<file path="src/hw/rtl/picp_pkg.sv">
package picp_pkg;

	// table and coordinate sizes
	localparam int MAX_VERTICES = 64;
	localparam int COORD_WIDTH  = 32;
	localparam int ADDR_W       = $clog2(MAX_VERTICES);
	localparam int CNT_W        = $clog2(MAX_VERTICES + 1);
	localparam int DIFF_W       = COORD_WIDTH + 1;
	localparam int PROD_W       = 2 * DIFF_W;

	// smallest polygon
	localparam logic [CNT_W-1:0] MIN_VERTICES = CNT_W'(3);

	// operation codes
	localparam logic OP_LOAD  = 1'b0;
	localparam logic OP_QUERY = 1'b1;

	typedef logic signed [COORD_WIDTH-1:0] coord_t;

	// control from sequencer to the shared multiply/compare unit
	typedef struct packed {
		logic sel_second;   // 0: (by-ay)*(px-ax), 1: (bx-ax)*(py-ay)
		logic save_first;   // park the first product for the compare
	} unit_ctrl_t;

endpackage

</file>
<file path="src/hw/rtl/picp_vertex_mem.sv">
module picp_vertex_mem (
	input  logic                           clk,
	input  logic                           wr_en,
	input  logic [picp_pkg::ADDR_W-1:0]    wr_addr,
	input  picp_pkg::coord_t               wr_x,
	input  picp_pkg::coord_t               wr_y,
	input  logic [picp_pkg::ADDR_W-1:0]    rd_addr,
	output picp_pkg::coord_t               rd_x,
	output picp_pkg::coord_t               rd_y
);

	picp_pkg::coord_t mem_x [picp_pkg::MAX_VERTICES];
	picp_pkg::coord_t mem_y [picp_pkg::MAX_VERTICES];
	picp_pkg::coord_t rd_x_q;
	picp_pkg::coord_t rd_y_q;

	// one write port, one registered read port
	always_ff @(posedge clk) begin
		if (wr_en) begin
			mem_x[wr_addr] <= wr_x;
			mem_y[wr_addr] <= wr_y;
		end
		rd_x_q <= mem_x[rd_addr];
		rd_y_q <= mem_y[rd_addr];
	end

	assign rd_x = rd_x_q;
	assign rd_y = rd_y_q;

endmodule

</file>
<file path="config.mk">
export PLATFORM = sky130hd
export DESIGN_NAME = picp_vertex_mem
export DESIGN_NICKNAME = d
export VERILOG_FILES = /design/src/hw/rtl/picp_pkg.sv /design/src/hw/rtl/picp_vertex_mem.sv
export SDC_FILE = /design/constraint.sdc
export NUM_CORES = 2
export LEC_CHECK = 0
export BUFFER_PORTS_ARGS = -buffer_cell sky130_fd_sc_hd__buf_4
export CAP_MARGIN = 10
export CORE_ASPECT_RATIO = 0.6
export CORE_MARGIN = 10
export CORE_UTILIZATION = 40
export CTS_BUF_LIST = sky130_fd_sc_hd__clkbuf_2
export DETAILED_ROUTE_END_ITERATION = 16
export PLACE_DENSITY = 0.53
export SLEW_MARGIN = 10
export SYNTH_ARGS = -nofsm -noshare
export SYNTH_HDL_FRONTEND = slang
export SYNTH_SLANG_ARGS = --single-unit
</file>
<file path="constraint.sdc">
create_clock -name clk -period 5.84 [get_ports clk]
set_input_delay 0.876 -clock clk [delete_from_list [all_inputs] [get_ports clk]]
set_output_delay 0.876 -clock clk [all_outputs]
set_load 0.02 [all_outputs]
</file>
* Word-level counts from Yosys, hierarchy flattened
Memory sizes are Yosys's and may differ from the RTL's. A register that Yosys moved wholly into a read port is not among the register bits.
Cells that the tools add are included.
** Word-level totals
- Flip-flop bits (word level) :: 0
- Memory bits (writable) :: 4096
- Input port bits :: 78
- Output and inout bits :: 64
- Memories kept :: 2
** Cells by class
- Multiplexer cells :: 2
** Memory list
- mem_x :: words 64, bits a word 32, read ports 1, clocked after memory_dff 1, wr ports 1, line picp_vertex_mem.sv:12 : picp_pkg::coord_t mem_x [picp_pkg::MAX_VERTICES];
- mem_y :: words 64, bits a word 32, read ports 1, clocked after memory_dff 1, wr ports 1, line picp_vertex_mem.sv:13 : picp_pkg::coord_t mem_y [picp_pkg::MAX_VERTICES];
** Operators by type and width (count)
- 1-bit two-way mux :: 2

* Logic depth before layout (Yosys ltp)
- Word-level depth :: 2
- Gate-level depth with buffers :: 9
- Depth with buffers taken out :: 4

* Worst setup path before layout
OpenSTA, ideal clock, no wires.
- Kind :: input port to flip-flop
- Start point :: input wr_addr[4] (netlist bit)
- End point :: memory mem_x[16][0] (netlist bit), enable pin
- Setup time :: 0.486 ns
- Data arrival time :: 4.386 ns
- Slack :: 0.968 ns
- Stages :: 4
- Path buffers :: 2
- Path through :: clkbuf_1 -> or3b_2 -> clkbuf_1 -> nor2_1
** RTL lines
- start: declaration :: line picp_vertex_mem.sv:4 : input logic [picp_pkg::ADDR_W-1:0] wr_addr,
- end: declaration :: line picp_vertex_mem.sv:12
No word-level cell before the write port.

==> flow_summary.ini <==
[status]
status = finished clean

[yosys]
yosys-top-cells-area = edfxtp_1 79%, mux4_2 15%, a22oi_1 1.2%, dfxtp_1 0.82%, mux2i_1 0.58%
syn_inst = 6505
synth-seq-cells = 4160
ys_seq_area_share_pct = 79.7
syn_nets = 6583
yosysTopAreaCell = edfxtp_1
yosys_warnings = 0
synth_area_sq_mm = 0.156
yosys.cell_types.count = 30
synth_top_area_share_pct = 78.9
syn_avg_cell_area_sq_um = 24.0

[critical_path]
worstPathArrival_ns = 5.80
crit_buf_inv = 7
cp-end-kind = register
max_stage_delay_ns = 1.25
crit_family = buffers and inverters
worstPathRequired_ns = 7.80
path_max_fanout = 8
cp_slowest_cell = dlygate4sd3_1
critPathLaunchType = input port
path_common_cell = dlygate4sd3_1
cp_cell_sequence = dlygate4sd3_1 > dlygate4sd3_1 > buf_4 > dlygate4sd3_1 > o221ai_1 > dlygate4sd3_1 > nor2_1 > dlygate4sd3_1 > o211a_1 > dlygate4sd3_1
crit_type = input port to register

[route]
drt_iter0_drc = 12300
ant_nets = 0
via_per_inst = 5.93
drc = 0
vias = 80600
drt_wl_total_um = 490000
post_drt_wl_per_cell_um = 36.0
drt_first_pass_iters = 5

[grt]
grt.overflow.total = 0
grt_pass1_wl_um = 668000
grtUsageTotal_pct = 23.1
antenna_found_initial = 28
grt_max_degree = 108
grt_pass1_vias = 81000

[floorplan]
die_width_um = 826
std_cell_rows = 177
pin_count = 142
fp.dieH_um = 503
dieArea_sq_mm = 0.416
initial_core_util_pct = 40.2
core_sq_mm = 0.388

[timing]
setup_tns_ns = 0
worstMarginPinSlew_ns = 1.25
hold_viol_final = 0
rsz0062_at_grt = no
slew_viol_final = 0
fmax_mhz = 260
post-route-min-period_ns = 3.84
fin_ws_ns = 2.00
period_share_pct = 65.8
setup_violations = 0
fin_skew_ns = 0.175
slew_headroom_pct = 15.9

[clock_network]
cts_tree = done
cts_root_buf = clkbuf_2
clkTransAtPathRegs_ns = 0.14
numClockSinks = 4160
clock_path_buffers = 4
cts_buffers = 902
htreeDepth = 6
clock_latency_ns = 2.10

[power_and_ir_drop]
power_density_mw_per_mm2 = 310
p_leak_uw = 0.0565
vdd_drop_max_mv = 0.178
power_uw = 54800

[cells_and_area]
syn_to_final_growth_pct = 13.6
finish.utilization_pct = 45.7
drive_above_1_share_pct = 36.4
finalNetCount = 7745
stdcell_area_sq_mm = 0.177

[placement]
port_buffers = 141
place_ws_ns = 1.63
gp_congestion = 0.780
dpl.hpwl_um = 268000
dpl-instance-area_sq_mm = 0.166

[job]
maxCapViolations = 0

[min_path]
hold_class = input port to register
## cell families after synthesis
group	Yosys count	share of synthesized area (%)
AOI/OAI and AO/OA	575	2.80
buffers and inverters	378	1.24
muxes	1114	15.4
DFF	4160	79.7
and+or+nand+nor	278	0.831
## metal layers
metal	GRT usage, %	wire (um)	vias up
li1	-	-	31200
met1	35.7	215000	44000
met2	32.1	207000	4873
met3	7.40	59500	559
met4	4.80	8170	8
met5	0	56	-
## path summary, 6_finish.rpt
kind                                               from                 endpoint  slack [ns]  depth (start not counted)
worst max register to register  mem_y[24][31]$_DFFE_PP_         rd_y[31]$_DFF_P_        2.78                          7
worst min-delay path                           wr_x[14]  mem_x[38][14]$_DFFE_PP_        0.35                          4
worst min register to register  mem_y[14][19]$_DFFE_PP_         rd_y[19]$_DFF_P_        0.79                          4
worst max-delay path                         rd_addr[4]         rd_y[31]$_DFF_P_        2.00                         10
## what timing repair did
item                      4_1_cts  5_1_grt
hold endpoints to repair     5698        0
setup buffers                   0        0
hold buffers                  222        0
resized for setup               0        0
## cell type report
class	count	area [sq um]
Clock buffer	1413	7070
Timing Repair Buffer	635	7910
Tap cell	5191	6490
Antenna cell	14	35.0
Clock inverter	215	1090
Multi-Input combinational cell	1967	30200
Sequential cell	4160	124000
Inverter	1	3.75
Fill cell	32700	211000
## worst register-to-register path: cells and delay by family (launching register included)
family / cells / cell delay [ns]
flops: 1 / 0.38
compound gates: 2 / 0.40
simple gates: 1 / 0.04
buf+inv: 3 / 1.69
mux: 1 / 0.46
## placed cells by master (no fill, tap or decap), types with 4 or more instances in the layout
master | Yosys | routed
buf_16 | 0 | 57
nand3b_1 | 4 | 4
nor2b_4 | 0 | 4
nor2_4 | 0 | 67
bufinv_16 | 0 | 9
clkinv_2 | 0 | 14
nand3_1 | 133 | 133
a22oi_1 | 256 | 256
inv_2 | 1 | 23
o22ai_1 | 102 | 102
buf_4 | 50 | 291
dlygate4sd3_1 | 0 | 158
a21oi_1 | 25 | 25
dfxtp_1 | 64 | 64
nand2_1 | 7 | 6
o221ai_1 | 64 | 64
mux2i_1 | 90 | 90
o211a_1 | 64 | 64
diode_2 | 0 | 14
clkinv_1 | 0 | 163
a211oi_1 | 63 | 62
clkbuf_2 | 1 | 1413
buf_12 | 0 | 127
edfxtp_1 | 4096 | 4096
nor2_1 | 110 | 43
mux4_2 | 1024 | 1024
## power breakdown
| group | leakage [uW] | total (uW) | switching, uW | internal (uW) |
|---|---|---|---|---|
| combinational | 0.0127 | 3350 | 2070 | 1280 |
| clock | 0.00642 | 18300 | 11600 | 6760 |
| sequential | 0.0374 | 33100 | 139 | 33000 |
## flip-flops by register name (all words and copies together) (netlist names)
| signal | count |
|---|---|
| mem_x | 2048 |
| mem_y | 2048 |
| rd_x | 32 |
| rd_y | 32 |
## metrics by stage
step,hold WS [ns],cells
after floorplan,0.783,6505
after global placement,0.817,11700
after detailed placement,0.826,11700
after CTS,0.0780,13600
after global routing,0.191,13600
final,0.355,13600
## cell usage after synthesis (all sizes together)
library cell	instances
or3	3
a22oi	256
or3b	4
mux2i	90
dfxtp	64
inv	1
or2	2
nand3b	4
buf	236
and2	3
o211a	64
nand2b	4
a21oi	25
nand4	1
nand2	7
nor2b	7
clkbuf	141
mux4	1024
a211oi	63
nand3	133
nor2	110
o22ai	102
edfxtp	4096
a221oi	1
o221ai	64
Power figures use the tool's default switching activity.
